[src/rtl/mggs_pkg.sv]
// ============================================================================
// mggs_pkg: shared types and constants of the masked Gaussian grid smoother
// Widths of the cell words, weights and accumulators, the sequencer states,
// the register map and the control word that drives the accumulator.
// ============================================================================
package mggs_pkg;

    localparam int DEF_MAX_WIDTH  = 64;
    localparam int DEF_MAX_HEIGHT = 64;

    localparam int VALUE_W  = 32;               // Q16.16 cell value
    localparam int CELL_W   = VALUE_W + 1;      // valid mark above the value
    localparam int WEIGHT_W = 17;               // Q1.16 weight, up to 1.0
    localparam int PROD_W   = VALUE_W + WEIGHT_W + 1;
    localparam int ACC_W    = 56;               // 25 products of 50 bits
    localparam int WSUM_W   = 21;               // 25 weights of at most 1.0
    localparam int COORD_W  = 6;
    localparam int DIM_W    = 7;
    localparam int RADIUS_W = 2;
    localparam int PADDR_W  = 5;
    localparam int PDATA_W  = 32;

    localparam logic [WEIGHT_W-1:0] ONE_Q16    = 17'h10000;
    localparam logic [RADIUS_W-1:0] MAX_RADIUS = 2'd2;

    localparam logic [DIM_W-1:0]    RST_GRID_WIDTH  = 7'd64;
    localparam logic [DIM_W-1:0]    RST_GRID_HEIGHT = 7'd64;
    localparam logic [RADIUS_W-1:0] RST_RADIUS      = 2'd2;
    localparam logic [WEIGHT_W-1:0] RST_WEIGHT1     = 17'd39750;
    localparam logic [WEIGHT_W-1:0] RST_WEIGHT2     = 17'd24109;
    localparam logic [WEIGHT_W-1:0] RST_WEIGHT4     = 17'd8869;
    localparam logic [WEIGHT_W-1:0] RST_WEIGHT5     = 17'd5380;
    localparam logic [WEIGHT_W-1:0] RST_WEIGHT8     = 17'd1200;

    localparam logic KIND_LOAD  = 1'b0;
    localparam logic KIND_QUERY = 1'b1;

    typedef enum logic [2:0] {
        REG_GRID_WIDTH,
        REG_GRID_HEIGHT,
        REG_KERNEL_RADIUS,
        REG_WEIGHT_DIST1,
        REG_WEIGHT_DIST2,
        REG_WEIGHT_DIST4,
        REG_WEIGHT_DIST5,
        REG_WEIGHT_DIST8
    } mggs_reg_t;

    typedef enum logic [2:0] {
        ST_IDLE,
        ST_CHECK,
        ST_SCAN,
        ST_DRAIN,
        ST_DIVIDE,
        ST_OUTPUT
    } mggs_state_t;

    // Control word from the sequencer to the multiply-accumulate pipeline.
    typedef struct packed {
        logic                clear;   // start of a query: empty the sums
        logic                issue;   // a tap inside the grid was read
        logic [WEIGHT_W-1:0] weight;  // weight of that tap
    } mggs_mac_ctl_t;

    function automatic logic [WEIGHT_W-1:0] sat_weight(input logic [WEIGHT_W-1:0] w);
        return (w > ONE_Q16) ? ONE_Q16 : w;
    endfunction

endpackage

[src/rtl/mggs_mac.sv]
// ============================================================================
// mggs_mac: weighted-sum pipeline of the smoother
// Multiplies each valid neighbour value by its weight and accumulates the
// products and the weights, one tap per cycle, three stages deep.
// ============================================================================
module mggs_mac
    import mggs_pkg::*;
(
    input  logic                     aclk,
    input  logic                     aresetn,
    input  mggs_mac_ctl_t            ctl,
    input  logic [CELL_W-1:0]        rd_data,
    output logic signed [ACC_W-1:0]  acc_sum,
    output logic [WSUM_W-1:0]        acc_wsum
);

    logic                       tap_live_reg;
    logic [WEIGHT_W-1:0]        tap_weight_reg;
    logic signed [PROD_W-1:0]   prod_reg;
    logic [WEIGHT_W-1:0]        prod_wt_reg;
    logic signed [ACC_W-1:0]    sum_reg;
    logic [WSUM_W-1:0]          wsum_reg;
    logic signed [PROD_W-1:0]   prod_next;
    logic [WEIGHT_W-1:0]        prod_wt_next;

    // The read data lines up with the tap registered in the previous cycle.
    always_comb begin
        if (tap_live_reg && rd_data[CELL_W-1]) begin
            prod_next    = $signed(rd_data[VALUE_W-1:0]) * $signed({1'b0, tap_weight_reg});
            prod_wt_next = tap_weight_reg;
        end else begin
            prod_next    = '0;
            prod_wt_next = '0;
        end
    end

    always_ff @(posedge aclk) begin
        if (!aresetn || ctl.clear) begin
            tap_live_reg   <= 1'b0;
            tap_weight_reg <= '0;
            prod_reg       <= '0;
            prod_wt_reg    <= '0;
            sum_reg        <= '0;
            wsum_reg       <= '0;
        end else begin
            tap_live_reg   <= ctl.issue;
            tap_weight_reg <= ctl.weight;
            prod_reg       <= prod_next;
            prod_wt_reg    <= prod_wt_next;
            sum_reg        <= sum_reg + ACC_W'(prod_reg);
            wsum_reg       <= wsum_reg + WSUM_W'(prod_wt_reg);
        end
    end

    assign acc_sum  = sum_reg;
    assign acc_wsum = wsum_reg;

endmodule

[config.mk]
export PLATFORM = sky130hd
export DESIGN_NAME = mggs_mac
export DESIGN_NICKNAME = d
export VERILOG_FILES = /design/src/rtl/mggs_pkg.sv /design/src/rtl/mggs_mac.sv
export SDC_FILE = /design/constraint.sdc
export NUM_CORES = 2
export LEC_CHECK = 0
export ABC_AREA = 1
export ABC_CLOCK_PERIOD_IN_PS = 15300
export BUFFER_PORTS_ARGS = -buffer_cell sky130_fd_sc_hd__buf_2
export CAP_MARGIN = 20
export CORE_MARGIN = 4
export CORE_UTILIZATION = 45
export DETAILED_ROUTE_END_ITERATION = 7
export PLACE_DENSITY = 0.67
export SYNTH_ARGS = -nofsm -noshare
export SYNTH_HDL_FRONTEND = slang
export SYNTH_SLANG_ARGS = --single-unit
[constraint.sdc]
create_clock -name aclk -period 15.3 [get_ports aclk]
set_clock_uncertainty 0.15 [all_clocks]
set_input_delay 3.825 -clock aclk [delete_from_list [all_inputs] [get_ports aclk]]
set_output_delay 3.825 -clock aclk [all_outputs]
set_load 0.03 [all_outputs]
==> out/summary.log <==
qor: logic_synthesis.post-synth-top-count-cell sky130_fd_sc_hd__nand2_1
qor: logic_synthesis.synth.cells.most_frequent sky130_fd_sc_hd__nand2_1 (1472), sky130_fd_sc_hd__inv_1 (1450), sky130_fd_sc_hd__fa_1 (523), sky130_fd_sc_hd__nor2_1 (342), sky130_fd_sc_hd__ha_1 (190)
qor: logic_synthesis.synth.top_cell.area_share 33.4%
qor: logic_synthesis.post_synth_top_area_cell sky130_fd_sc_hd__fa_1
qor: timing.timing.max_slew.rel_slack 35.7%
qor: logic_synthesis.synth-edff-count 0
qor: power.power_switching 0.00120 W
qor: power.p_per_area 71.1 nW/µm²
qor: power.power_report.internal_total 0.00117 W
qor: critical_path.flop2flop_setup_slack 8.72 ns
qor: finish.largest_reg_flops 56
qor: detailed_routing.via_count 27088
qor: logic_synthesis.synth.lib_cells_used.distinct 40
qor: logic_synthesis.synth-seq-cells 162
qor: timing.grt_setup_unrepaired false
qor: clocking.clk_latency 0.46 ns
qor: timing.totalNegativeSetupSlack 0 ns
qor: critical_path.critPathCaptureType flip-flop
qor: clocking.path_clk_slew 0.07 ns
qor: critical_path.crit_path_max_incr_delay 0.77 ns
qor: timing.fmax 106 MHz
qor: logic_synthesis.synth_async_sr_flop_share 0%
qor: critical_path.crit_path_cell_trace buf_2 -> nand2_1 -> fa_1 -> fa_1 -> inv_1 -> fa_1 -> fa_1 -> fa_1 -> inv_1 -> fa_1 -> inv_1 -> ha_1 -> nand2_1 -> nor2_1 -> inv_1 -> nor3_1 -> nand3_1 -> nand3_1 -> nand2_1 -> nand2_1 -> nor2_1
qor: power.peakVddDrop 76.6 µV
qor: power.sw_frac_of_total 50.8%
qor: power.cellLeakagePower 20.9 nW
qor: finish.drive_gt1_share 4.81%
qor: logic_synthesis.synth.avg_cell_area 6.64 µm²
qor: critical_path.critical_path_class input pin to flip-flop
qor: timing.final_slew_viol_count 0
qor: detailed_routing.route.antenna.remaining_nets 0
qor: logic_synthesis.synth.yosys.seq_area_share 10.3%
qor: clocking.cts_repair_resize_count 0
qor: global_route.maximum_number_of_pins_on_one_net_before_global_route_repair 69
qor: clocking.cts_made_buffers 17
qor: place.port-buffer-count 130
qor: floorplan.start_util 45.6%
qor: clocking.cts_root_buffer sky130_fd_sc_hd__clkbuf_16
qor: timing.setup_viol 0
qor: detailed_routing.drt-pass1-iter-count 6
qor: place.rd_place_congestion 0.976
qor: global_route.grt_antenna_before_repair 0
qor: clocking.max-clock-path-buffers 2
qor: detailed_routing.wl_per_cell 15.8 µm
qor: floorplan.design.portCount 131
qor: floorplan.coreArea 68800 µm²
qor: global_route.grt_pass1_wl 146 mm
qor: hold_path.worstHoldPathType flip-flop to flip-flop
qor: timing.timing.final.ws_setup 5.83 ns
qor: logic_synthesis.synthFlopType sky130_fd_sc_hd__dfxtp_1
qor: place.dp.final_hpwl 74.5 mm
qor: finish.finalNetCount 5511
qor: critical_path.cpMaxStageDelayCell sky130_fd_sc_hd__fa_1
qor: clocking.tritoncts done
qor: detailed_routing.vias_per_cell 4.76
qor: global_route.gr-total-overflow 0
qor: logic_synthesis.yosysWarningCount 0
qor: detailed_routing.drt_iter0_markers 1857
qor: global_route.grt_pass1_vias 27821
qor: logic_synthesis.syn_inst 4724
qor: timing.actual_transition_at_the_worst_max_transition_pin 0.965 ns
qor: clocking.ctsHtreeMaxLevel 4
qor: critical_path.timing.critical_path.required 15.49 ns
qor: place.post-place-ws 5.34 ns
qor: detailed_routing.drt-total-wl 89.9 mm
qor: floorplan.chipWidth 272 µm
qor: floorplan.die_area 74000 µm²
qor: power.power.share.combinational 63.3%
qor: power.seqPwrFrac 18.3%
qor: timing.finalHoldViolCount 0
qor: clocking.postCtsSetupRepairBufs 0
qor: status.outcome complete, no violations
qor: finish.syn_to_final_growth 6.31%
qor: timing.fin_crit_sh 61.9%
qor: power.p_clk_share 18.4%
qor: floorplan.rows 96
qor: critical_path.worst-path-max-fanout 17
qor: logic_synthesis.synth_area_leaders sky130_fd_sc_hd__fa_1 (33%), sky130_fd_sc_hd__nand2_1 (18%), sky130_fd_sc_hd__inv_1 (17%)
qor: global_route.global_route.usage.total 24.8%
qor: detailed_routing.drc_errors 0
qor: critical_path.worstSetupStartpointType input pin
qor: critical_path.wp_data_arrival 9.65 ns
qor: finish.antenna_cells_inserted 0
qor: flow_run.max_cap_violations 0
qor: critical_path.worst_path_most_repeated_cell sky130_fd_sc_hd__fa_1
qor: clocking.clock_sink_count 162
qor: timing.post-route-min-period 9.47 ns
qor: floorplan.die_h 272 µm
qor: logic_synthesis.synth.cell_area 31400 µm²
qor: clocking.cts_hold_buf 0
qor: logic_synthesis.synthesis.nets 5491
cell families (layout without fill, tap and decap cells):
logic type / after synthesis / after routing / share of synthesized area [%]
DFF: 162 / 162 / 10.3
and+or+nand+nor: 1993 / 1993 / 25.0
buffers and inverters: 1604 / 1637 / 19.2
AOI/OAI and AO/OA: 243 / 243 / 4.23
adders and majority gates: 713 / 713 / 40.9
xor gates and xnor gates: 9 / 9 / 0.251
path summary, 6_finish.rpt:
kind              cells past startpoint         startpoint              to
setup reg to reg                     21  tap_weight_reg[3]    prod_reg[48]
hold reg to reg                       2  tap_weight_reg[4]  prod_wt_reg[4]
setup / recovery                     21        rd_data[31]    prod_reg[48]
hold / removal                        2  tap_weight_reg[4]  prod_wt_reg[4]
power groups by stage:
stage          combinational (W)  sequential [W]  clock [W]
3_5_place_dp             0.00150        0.000444          0
2_1_floorplan            0.00109        0.000442          0
5_1_grt                  0.00173        0.000434   0.000464
4_1_cts                  0.00151        0.000434   0.000448
6_report                 0.00150        0.000434   0.000436
3_3_place_gp             0.00149        0.000444          0
critical path: cells and delay by family:
family / cells / cell delay [ns]
AND/OR/NAND/NOR: 9 / 1.37
adder cells (fa/ha/maj): 7 / 3.66
buffers and inverters: 5 / 0.78
routing by layer:
layer	global-route usage, %	vias up	routed length [µm]
met5	0	-	0
met4	6.63	0	2220
met3	2.12	131	4930
met2	43.6	741	43200
met1	33.0	12914	39600
li1	-	13302	-
final cells by class:
class,instances,area [µm²]
fill,7135,35500
multi-input combinational,2958,22100
inverter,1456,5470
sequential,162,3240
tap,931,1160
timing repair buffer,149,793
clock buffer,20,457
clock inverter,12,121
cells in the final DEF, fill, tap and decap left out, drive strengths merged:
cell	instances
o211ai	1
clkbuf	20
a211oi	3
nand4	10
inv	1460
a21o	1
or2	2
clkinvlp	2
xor2	5
clkinv	5
fa	523
nand3b	6
nor2	356
nor4	2
nand2	1482
o21bai	8
a21oi	151
and3	1
o31ai	2
nor3	19
nand3	107
and2	8
o21a	21
buf	149
o21ai	55
a21boi	1
dfxtp	162
ha	190
xnor2	4
bufinv	1
metrics by stage:
step | area (µm²) | hold WS (ns) | power [W] | util [%] | instances
final | 33400 | 0.287 | 0.00237 | 48.5 | 5688
after global routing | 33400 | 0.309 | 0.00263 | 48.5 | 5688
after CTS | 33400 | 0.284 | 0.00239 | 48.5 | 5688
after detailed placement | 32800 | 0.271 | 0.00194 | 47.6 | 5656
after global placement | 32800 | 0.266 | 0.00193 | 47.6 | 5656
after floorplan | 31400 | 0.383 | 0.00153 | - | 4724
(Power assumes the default switching activity.)
