===== src/rtl/mggs_pkg.sv =====
// ============================================================================
// mggs_pkg: shared types and constants of the masked Gaussian grid smoother
// Widths of the cell words, weights and accumulators, the sequencer states,
// the register map and the control word that drives the accumulator.
// ============================================================================
package mggs_pkg;

    localparam int DEF_MAX_WIDTH  = 64;
    localparam int DEF_MAX_HEIGHT = 64;

    localparam int VALUE_W  = 32;               // Q16.16 cell value
    localparam int CELL_W   = VALUE_W + 1;      // valid mark above the value
    localparam int WEIGHT_W = 17;               // Q1.16 weight, up to 1.0
    localparam int PROD_W   = VALUE_W + WEIGHT_W + 1;
    localparam int ACC_W    = 56;               // 25 products of 50 bits
    localparam int WSUM_W   = 21;               // 25 weights of at most 1.0
    localparam int COORD_W  = 6;
    localparam int DIM_W    = 7;
    localparam int RADIUS_W = 2;
    localparam int PADDR_W  = 5;
    localparam int PDATA_W  = 32;

    localparam logic [WEIGHT_W-1:0] ONE_Q16    = 17'h10000;
    localparam logic [RADIUS_W-1:0] MAX_RADIUS = 2'd2;

    localparam logic [DIM_W-1:0]    RST_GRID_WIDTH  = 7'd64;
    localparam logic [DIM_W-1:0]    RST_GRID_HEIGHT = 7'd64;
    localparam logic [RADIUS_W-1:0] RST_RADIUS      = 2'd2;
    localparam logic [WEIGHT_W-1:0] RST_WEIGHT1     = 17'd39750;
    localparam logic [WEIGHT_W-1:0] RST_WEIGHT2     = 17'd24109;
    localparam logic [WEIGHT_W-1:0] RST_WEIGHT4     = 17'd8869;
    localparam logic [WEIGHT_W-1:0] RST_WEIGHT5     = 17'd5380;
    localparam logic [WEIGHT_W-1:0] RST_WEIGHT8     = 17'd1200;

    localparam logic KIND_LOAD  = 1'b0;
    localparam logic KIND_QUERY = 1'b1;

    typedef enum logic [2:0] {
        REG_GRID_WIDTH,
        REG_GRID_HEIGHT,
        REG_KERNEL_RADIUS,
        REG_WEIGHT_DIST1,
        REG_WEIGHT_DIST2,
        REG_WEIGHT_DIST4,
        REG_WEIGHT_DIST5,
        REG_WEIGHT_DIST8
    } mggs_reg_t;

    typedef enum logic [2:0] {
        ST_IDLE,
        ST_CHECK,
        ST_SCAN,
        ST_DRAIN,
        ST_DIVIDE,
        ST_OUTPUT
    } mggs_state_t;

    // Control word from the sequencer to the multiply-accumulate pipeline.
    typedef struct packed {
        logic                clear;   // start of a query: empty the sums
        logic                issue;   // a tap inside the grid was read
        logic [WEIGHT_W-1:0] weight;  // weight of that tap
    } mggs_mac_ctl_t;

    function automatic logic [WEIGHT_W-1:0] sat_weight(input logic [WEIGHT_W-1:0] w);
        return (w > ONE_Q16) ? ONE_Q16 : w;
    endfunction

endpackage


===== src/rtl/mggs_div.sv =====
// ============================================================================
// mggs_div: serial signed divider of the smoother
// Divides the weighted sum by the weight sum one quotient bit per cycle,
// truncating toward zero. The quotient is known to fit in 32 bits.
// ============================================================================
module mggs_div
    import mggs_pkg::*;
(
    input  logic                     aclk,
    input  logic                     aresetn,
    input  logic                     start,
    input  logic signed [ACC_W-1:0]  dividend,
    input  logic [WSUM_W-1:0]        divisor,
    output logic                     done,
    output logic [VALUE_W-1:0]       quotient
);

    localparam int CNT_W = $clog2(VALUE_W + 1);
    localparam logic [CNT_W-1:0] LAST_STEP = CNT_W'(VALUE_W);

    logic                busy_reg;
    logic [CNT_W-1:0]    cnt_reg;
    logic [WSUM_W-1:0]   rem_reg;
    logic [VALUE_W-1:0]  shf_reg;
    logic                neg_reg;
    logic [WSUM_W-1:0]   divisor_reg;
    logic [ACC_W-1:0]    mag;
    logic [WSUM_W:0]     trial;
    logic                qbit;

    assign mag   = dividend[ACC_W-1] ? ACC_W'(-dividend) : ACC_W'(dividend);
    assign trial = {rem_reg, shf_reg[VALUE_W-1]};
    assign qbit  = (trial >= {1'b0, divisor_reg});

    always_ff @(posedge aclk) begin
        if (!aresetn) begin
            busy_reg <= 1'b0;
            cnt_reg  <= '0;
        end else if (start) begin
            busy_reg <= 1'b1;
            cnt_reg  <= '0;
        end else if (busy_reg) begin
            if (cnt_reg == LAST_STEP) begin
                busy_reg <= 1'b0;
            end else begin
                cnt_reg <= cnt_reg + 1'b1;
            end
        end
    end

    // The upper part of the magnitude is below the divisor, so the remainder
    // starts there and only the low 32 bits need to be shifted through.
    always_ff @(posedge aclk) begin
        if (start) begin
            rem_reg     <= WSUM_W'(mag >> VALUE_W);
            shf_reg     <= mag[VALUE_W-1:0];
            neg_reg     <= dividend[ACC_W-1];
            divisor_reg <= divisor;
        end else if (busy_reg && cnt_reg != LAST_STEP) begin
            rem_reg <= qbit ? WSUM_W'(trial - {1'b0, divisor_reg}) : WSUM_W'(trial);
            shf_reg <= {shf_reg[VALUE_W-2:0], qbit};
        end
    end

    assign done     = busy_reg && (cnt_reg == LAST_STEP);
    assign quotient = neg_reg ? VALUE_W'(-shf_reg) : shf_reg;

endmodule


===== config.mk =====
export PLATFORM = sky130hd
export DESIGN_NAME = mggs_div
export DESIGN_NICKNAME = d
export VERILOG_FILES = /design/src/rtl/mggs_pkg.sv /design/src/rtl/mggs_div.sv
export SDC_FILE = /design/constraint.sdc
export NUM_CORES = 1
export LEC_CHECK = 0
export BUFFER_PORTS_ARGS = -buffer_cell sky130_fd_sc_hd__clkbuf_2
export CORE_AREA = 3 3 164 166
export CTS_BUF_LIST = sky130_fd_sc_hd__clkbuf_8
export CTS_CLUSTER_DIAMETER = 120
export DETAILED_ROUTE_END_ITERATION = 12
export DIE_AREA = 0 0 167 169
export SYNTH_ARGS = -nofsm -noshare
export SYNTH_HDL_FRONTEND = slang
export SYNTH_SLANG_ARGS = --single-unit
export TNS_END_PERCENT = 5

===== constraint.sdc =====
create_clock -name aclk -period 4.2 [get_ports aclk]
set_input_delay 0.84 -clock aclk [delete_from_list [all_inputs] [get_ports aclk]]
set_output_delay 0.84 -clock aclk [all_outputs]
set_load 0.1 [all_outputs]

==> summary.json, run 1 <==
{
  "status": {
    "run_status": "finished, violations left",
    "violated_checks": "negative setup slack"
  },
  "place": {
    "final_estimated_routing_congestion_in_global_placement": 0.812,
    "post-place-ws_ps": 123,
    "detailedPlacementHpwl_mm": 13.5,
    "placement.cell_area_um2": 7460,
    "port_buffers": 110,
    "placed_cells_incl_taps": 1112
  },
  "worst_setup_path": {
    "r2r-start": "shf_reg[31]",
    "cp_top_family": "simple AND/OR/NAND/NOR gates",
    "cp_slowest_cell": "or4_4",
    "worst-endpoint-required_ps": 3360,
    "path_class": "reg2out",
    "cp_data_arrival_time_ps": 3590,
    "crit_buf_inv": 2,
    "worst_path_largest_cell_delay_ps": 480,
    "timing.reg2reg.worst_path_depth": 11,
    "timing.critical_path.cells": "inv_1, ha_1, or3b_4, or4_4, or3_4, or4_4, or2_1, o21ai_1, xnor2_1, buf_12",
    "critical-path-top-cell-by-count": "or4_4",
    "r2r_slack_ps": 1060,
    "worst_setup_path_end_kind": "primary output",
    "worst-path-stages": 10,
    "r2r-end": "rem_reg[1]",
    "crit_path_start_kind": "flop",
    "worst_path_maximum_fanout": 4
  },
  "timing": {
    "slew_headroom_pct": 26.1,
    "max_freq_mhz": 226,
    "final_hold_viol_count": 0,
    "final-setup-viol-count": 8,
    "min_period_ps": 4430,
    "report.final.slew_viol_count": 0,
    "final_min_period_over_clock_period_pct": 105,
    "tightestPinTransition_ps": 1110,
    "final.setup.tns_ps": -1220,
    "rsz0062_at_grt": "yes",
    "finalWorstSetupSlack_ps": -227,
    "clock_skew_ps": 20.5
  },
  "finish": {
    "number_of_flip_flops_under_the_largest_register_name": 32,
    "flow.area_growth_from_synthesis_pct": 21.1,
    "drive_above_1_share_pct": 19.5,
    "design.final.nets": 895,
    "fin_cells": 1130,
    "fin_area_um2": 7670
  },
  "detailed_routing": {
    "dr_total_vias": 5497,
    "firstDrtPassIters": 4,
    "route.detailed.wl_per_inst_um": 15.6,
    "drtIter0Drc": 328,
    "detailed_route_wl_mm": 17.6,
    "detail-route-antenna-nets": 0,
    "via_per_inst": 4.86,
    "remaining_drc_errors": 0
  },
  "synthesis": {
    "synth-seq-cells": 82,
    "yosysSeqAreaShare_pct": 37.7,
    "synth_top_cells_by_count": "75 x edfxtp_1, 60 x nor2_1, 52 x a21oi_1",
    "synth.yosys.warnings": 0,
    "synthArstFlopShare_pct": 0,
    "synthDistinctLibCells": 61,
    "syn_nets": 798,
    "synthesis.area_um2": 6340,
    "synth_area_leaders": "edfxtp_1 36%, xnor2_1 6.6%, xor2_1 6.5%",
    "postSynthCellCount": 692,
    "synthesis.area_per_instance_um2": 9.16,
    "count_leader_synth": "edfxtp_1",
    "post-synth-top-area-fraction_pct": 35.5,
    "dominantRegCellSynth": "edfxtp_1",
    "synth.largest_area_cell": "edfxtp_1",
    "synth_edf_count": 75
  },
  "die": {
    "io_pins": 113,
    "core-area_um2": 25800,
    "die_area_um2": 28200,
    "starting_density_of_the_core_pct": 24.6,
    "dieWidth_um": 167,
    "die-height_um": 169,
    "std_cell_rows": 59
  },
  "clock_tree": {
    "path_clk_slew_ps": 90,
    "cts-htree-levels": 3,
    "clock_tree.root_cell": "clkbuf_8",
    "tritoncts": "yes",
    "clock_latency_ps": 390,
    "cts_hold_repair.buffers": 0,
    "cts_buffer_depth": 2,
    "tritoncts.num_buffers": 9,
    "clock-sinks": 82
  },
  "run": {
    "max_cap_viol_count": 0
  },
  "grt": {
    "first_global_vias": 5260,
    "antenna_violations_before_repair": 3,
    "met3_usage_pct": 3.11,
    "global_route.usage.total_pct": 12.4,
    "grt.met1_usage_pct": 16.3,
    "grt.busiest_layer": "met2",
    "grt_pass1_wl_mm": 28.0,
    "grt.overflow.total": 0,
    "use_met2_pct": 20.3,
    "grt_start_max_net_pins": 74
  },
  "pwr": {
    "cell_leakage_power_nw": 2.96,
    "irDropWorstVdd_uv": 230,
    "p_per_area_nw_per_um2": 469,
    "fin_total_pwr_mw": 3.60
  },
  "hold_path": {
    "min_path_cells": 2,
    "min_delay_worst_endpoint": "cnt_reg[5]",
    "timing.hold.worst.start": "cnt_reg[5]",
    "min_path_type": "reg2reg"
  }
}
## through the flow
stage                     util [%]  hold WS [ps]
final                         29.8           494
after global routing          29.8           531
after CTS                     29.8           493
after detailed placement      29.0           480
after global placement        29.0           467
after floorplan                  -           453
## how the worst max path moves through the flow
| stage | startpoint | endpoint |
|---|---|---|
| 2_1_floorplan | shf_reg[0] | quotient[28] |
| 3_3_place_gp | shf_reg[0] | quotient[28] |
| 3_5_place_dp | shf_reg[0] | quotient[22] |
| 4_1_cts | shf_reg[1] | quotient[22] |
| 5_1_grt | shf_reg[1] | quotient[30] |
| 6_report | shf_reg[1] | quotient[30] |
## cell type report
cell class / count / area [um2]
Sequential cell: 82 / 2390
Tap cell: 335 / 419
Multi-Input combinational cell: 540 / 3700
Inverter: 35 / 131
Fill cell: 2721 / 18100
Clock buffer: 9 / 124
Timing Repair Buffer: 121 / 833
Antenna cell: 1 / 2.50
Clock inverter: 7 / 76.3
## kinds of logic after synthesis
kind of cell,after synthesis,share of synthesized area [%]
simple gates,219,17.9
compound gates,178,18.3
xor+xnor,95,13.1
flops,82,37.7
buf+inv,70,4.20
fa+ha+maj,26,5.25
mux,22,3.47
## what timing repair did
| action | 4_1_cts | 5_1_grt |
|---|---|---|
| resized for setup | 1 | 1 |
| buffers inserted | 1 | 0 |
| cloned | 0 | 0 |
| setup endpoints to repair | 13 | 14 |
## power breakdown
part	total (mW)	internal, mW	switching, mW
Combinational	1.83	0.642	1.19
Clock	0.612	0.280	0.332
Sequential	1.16	1.06	0.101
## layout by cell type, fill, tap and decap left out, types with 22 or more instances in the layout
cell type | synthesis | final
a21oi_1 | 52 | 51
clkbuf_2 | 0 | 94
edfxtp_1 | 75 | 75
ha_1 | 25 | 25
inv_1 | 34 | 34
mux2i_1 | 22 | 22
nand2_1 | 45 | 45
nor2_1 | 60 | 60
o21ai_0 | 44 | 44
o31ai_1 | 25 | 25
xnor2_1 | 48 | 47
xor2_1 | 47 | 47
## layer usage
metal | up-vias | part of all wire, % | wire, um
met4 | 4 | 1.2 | 204
met1 | 2589 | 46 | 8130
li1 | 2742 | - | -
met2 | 144 | 47 | 8280
met3 | 18 | 5.5 | 976
met5 | - | 0.19 | 34
## worst reg2reg max path, cell delays in order, from the launching register on
cell       delay [ps]
edfxtp_1          450
inv_1              90
ha_1              160
inv_1              50
fa_1              390
a21oi_1           280
o2111ai_1         240
a41o_1            340
a21oi_2           140
buf_4             360
mux2i_1           280
o21ai_0            90
No activity file was read; power rests on OpenSTA's default activity.
==> run 2, diff against run 1 <==
--- a/config.mk
+++ b/config.mk
@@ -8,3 +8,3 @@
 export BUFFER_PORTS_ARGS = -buffer_cell sky130_fd_sc_hd__clkbuf_2
-export CORE_AREA = 3 3 164 166
+export CORE_AREA = 3 3 130 132
 export CTS_BUF_LIST = sky130_fd_sc_hd__clkbuf_8
@@ -12,3 +12,3 @@
 export DETAILED_ROUTE_END_ITERATION = 12
-export DIE_AREA = 0 0 167 169
+export DIE_AREA = 0 0 133 135
 export SYNTH_ARGS = -nofsm -noshare
==> constraint.sdc (replaced) <==
create_clock -name aclk -period 4.2 [get_ports aclk]
set_input_delay 0.21 -clock aclk [delete_from_list [all_inputs] [get_ports aclk]]
set_output_delay 0.21 -clock aclk [all_outputs]
set_load 0.1 [all_outputs]
==> run 2 against run 1 <==
Net effect: the flow now finishes without violations; combinational power is 5% lower; register-to-register slack worse by 80 ps; sequential power hardly changed; non-clock buffer count is 5 higher; core utilization is 17 points higher; critical path depth stayed put; highest routed layer is now met4; clock power is 13% higher.
==> summary.json, run 2 (synthesized netlist as in run 1, its figures left out) <==
{
  "status": {
    "run_status": "finished clean"
  },
  "clock_tree": {
    "clock-sinks": {"value": 82, "change": "unchanged"},
    "tritoncts": "yes",
    "clock_latency": {"value": 370, "unit": "ps", "change": "-20 ps"},
    "cts-htree-levels": {"value": 3, "change": "unchanged"},
    "clock_tree.root_cell": "clkbuf_8",
    "post_cts_buffers": {"value": 0, "change": "-1"},
    "tritoncts.num_buffers": {"value": 9, "change": "unchanged"},
    "path_clk_slew": {"value": 90, "unit": "ps", "change": "about the same"},
    "cts_buffer_depth": {"value": 2, "change": "unchanged"}
  },
  "worst_setup_path": {
    "crit_path_start_kind": "flop",
    "cp_slowest_cell": "edfxtp_1",
    "worst_setup_path_end_kind": "primary output",
    "timing.critical_path.cells": "inv_1, ha_1, or3b_4, or4_4, or3_4, or4_4, or2_1, o21ai_1, xnor2_1, buf_2",
    "critical_path.startpoint": "shf_reg[0]",
    "worst-endpoint-required": {"value": 3990, "unit": "ps", "change": "+630 ps"},
    "path_class": "reg2out",
    "cp_top_family": "simple AND/OR/NAND/NOR gates",
    "worst_path_maximum_fanout": {"value": 5, "change": "+1"},
    "worst_path_largest_cell_delay": {"value": 470, "unit": "ps", "change": "about the same"},
    "r2r-start": "shf_reg[31]",
    "critical-path-top-cell-by-count": "or4_4",
    "cp_data_arrival_time": {"value": 3790, "unit": "ps", "change": "+200 ps"},
    "crit_buf_inv": {"value": 2, "change": "unchanged"}
  },
  "finish": {
    "insertedDiodeCount": {"value": 0, "change": "-1"},
    "flow.area_growth_from_synthesis_pct": 17.0,
    "fill_cells": {"value": 1544, "change": "-43%"},
    "design.final.nets": {"value": 900, "change": "+0.56%"},
    "fin_cells": {"value": 1015, "change": "-10%"},
    "number_of_flip_flops_under_the_largest_register_name": {"value": 32, "change": "unchanged"},
    "most-common-layout-cells": "108 x clkbuf_2, 75 x edfxtp_1, 60 x nor2_1",
    "drive_above_1_share": {"value": 17.8, "unit": "%", "change": "-1.7 points"},
    "mostFrequentLayoutCell": "clkbuf_2"
  },
  "detailed_routing": {
    "remaining_drc_errors": {"value": 0, "change": "unchanged"},
    "drtIter0Drc": {"value": 417, "change": "+27%"},
    "firstDrtPassIters": {"value": 5, "change": "+1"},
    "dr_total_vias": {"value": 5428, "change": "-1.3%"},
    "route.detailed.wl_per_inst": {"value": 15.4, "unit": "um", "change": "-1.0%"},
    "via_per_inst": {"value": 5.35, "change": "+9.9%"},
    "detailed_route_wl": {"value": 15.7, "unit": "mm", "change": "-11%"},
    "detail-route-antenna-nets": {"value": 0, "change": "unchanged"}
  },
  "pwr": {
    "cell_leakage_power": {"value": 2.92, "unit": "nW", "change": "-1.4%"},
    "p_comb_share": {"value": 47.9, "unit": "%", "change": "-2.9 points"},
    "cellInternalPower": {"value": 2.02, "unit": "mW", "change": "+1.9%"},
    "fin_total_pwr": {"value": 3.60, "unit": "mW", "change": "about the same"},
    "p_per_area": {"value": 486, "unit": "nW/um2", "change": "+3.5%"},
    "seq_power_share": {"value": 32.8, "unit": "%", "change": "+0.6 points"},
    "netSwitchingFraction": {"value": 44.0, "unit": "%", "change": "-1.1 points"},
    "irDropWorstVdd": {"value": 229, "unit": "uV", "change": "-0.69%"},
    "clock_power_share": {"value": 19.3, "unit": "%", "change": "+2.3 points"},
    "switching_power": {"value": 1.58, "unit": "mW", "change": "-2.3%"}
  },
  "grt": {
    "grt_start_max_net_pins": {"value": 94, "change": "+27%"},
    "use_met2": {"value": 28.4, "unit": "%", "change": "+8.1 points"},
    "grt.met1_usage": {"value": 23.8, "unit": "%", "change": "+7.4 points"},
    "met3_usage": {"value": 2.91, "unit": "%", "change": "-0.20 points"},
    "global_route.usage.total": {"value": 17.5, "unit": "%", "change": "+5.1 points"},
    "grt_pass1_wl": {"value": 25.9, "unit": "mm", "change": "-7.5%"},
    "first_global_vias": {"value": 5286, "change": "+0.49%"},
    "antenna_violations_before_repair": {"value": 0, "change": "-3"},
    "grt.overflow.total": {"value": 0, "change": "unchanged"},
    "grt.busiest_layer": "met2"
  },
  "timing": {
    "final_min_period_over_clock_period": {"value": 95.4, "unit": "%", "change": "-10 points"},
    "finalWorstSetupSlack": {"value": 195, "unit": "ps", "change": "+422 ps"},
    "slew_headroom": {"value": 33.2, "unit": "%", "change": "+7.1 points"},
    "rsz0062_at_grt": "no",
    "max_freq": {"value": 250, "unit": "MHz", "change": "+11%"},
    "tightestPinTransition": {"value": 1000, "unit": "ps", "change": "-106 ps"},
    "final_hold_viol_count": {"value": 0, "change": "unchanged"},
    "clock_skew": {"value": 10.7, "unit": "ps", "change": "-9.80 ps"},
    "final.hold.worst_slack": {"value": 17.4, "unit": "ps", "change": "-477 ps"},
    "min_period": {"value": 4000, "unit": "ps", "change": "-422 ps"},
    "final-setup-viol-count": {"value": 0, "change": "-8"},
    "report.final.slew_viol_count": {"value": 0, "change": "unchanged"},
    "final.setup.tns": {"value": 0, "unit": "ps", "change": "+1220 ps"}
  },
  "place": {
    "final_estimated_routing_congestion_in_global_placement": {"value": 0.850, "change": "+4.6%"},
    "detailedPlacementHpwl": {"value": 11.9, "unit": "mm", "change": "-12%"},
    "placed_cells_incl_taps": {"value": 986, "change": "-11%"},
    "post-place-ws": {"value": 548, "unit": "ps", "change": "+426 ps"},
    "port_buffers": {"value": 110, "change": "unchanged"}
  },
  "die": {
    "die-height": {"value": 135, "unit": "um", "change": "-20%"},
    "starting_density_of_the_core": {"value": 40.1, "unit": "%", "change": "+15 points"},
    "std_cell_rows": {"value": 46, "change": "-22%"},
    "dieWidth": {"value": 133, "unit": "um", "change": "-20%"},
    "core-area": {"value": 15800, "unit": "um2", "change": "-39%"},
    "die_area": {"value": 18000, "unit": "um2", "change": "-36%"},
    "io_pins": {"value": 113, "change": "unchanged"}
  },
  "run": {
    "max_cap_viol_count": {"value": 0, "change": "unchanged"}
  },
  "hold_path": {
    "min_path_type": "in2reg",
    "timing.hold.worst.start": "divisor[20]"
  }
}
## run 2: layout make-up
type                            count  area [um2]  share of cell area [%]
Timing Repair Buffer              126         706                    9.51
Inverter                           35         131                    1.77
Tap cell                          216         270                    3.64
Multi-Input combinational cell    540        3680                    49.7
Sequential cell                    82        2390                    32.3
Clock buffer                        9         124                    1.67
Clock inverter                      7         109                    1.47
## run 2: power groups by stage
stage          logic (mW)  registers, mW  clock network (mW)
6_report             1.73           1.18               0.694
5_1_grt              1.89           1.20               0.745
4_1_cts              1.72           1.18               0.714
3_5_place_dp         1.71           1.19                   0
3_3_place_gp         1.68           1.19                   0
2_1_floorplan        1.39           1.14                   0
## run 2: worst paths after layout
path	to	slack [ps]	cells past startpoint
worst max register to register	rem_reg[6]	980	11
worst min-delay path	divisor_reg[20]	20	1
worst min register to register	cnt_reg[5]	510	2
worst max-delay path	quotient[28]	200	10
## run 2: layer usage
| metal | routed length (um) | up-vias |
|---|---|---|
| met4 | 321 | 0 |
| met2 | 7140 | 150 |
| li1 | - | 2756 |
| met1 | 7440 | 2500 |
| met3 | 764 | 22 |
| met5 | 0 | - |
## run 2: timing repair
item / in CTS / in global routing
hold endpoints to repair: 12 / 1
endpoints found under the setup margin: 0 / 1
hold buffers: 12 / 1
resized for setup: 0 / 1
## run 2: worst register-to-register path: stages (launching register included)
cell	delay, ps
edfxtp_1	470
inv_1	90
ha_1	160
inv_1	60
fa_1	390
a21oi_1	320
o2111ai_1	250
a41o_1	340
a21oi_2	140
buf_4	340
nor3_1	110
a311o_1	300
## run 2: stage by stage
| stage | instance area (um2) | utilization [%] |
|---|---|---|
| after floorplan | 6340 | - |
| after global placement | 7050 | 44.6 |
| after detailed placement | 7050 | 44.6 |
| after CTS | 7410 | 46.8 |
| after global routing | 7420 | 46.9 |
| final | 7420 | 46.9 |
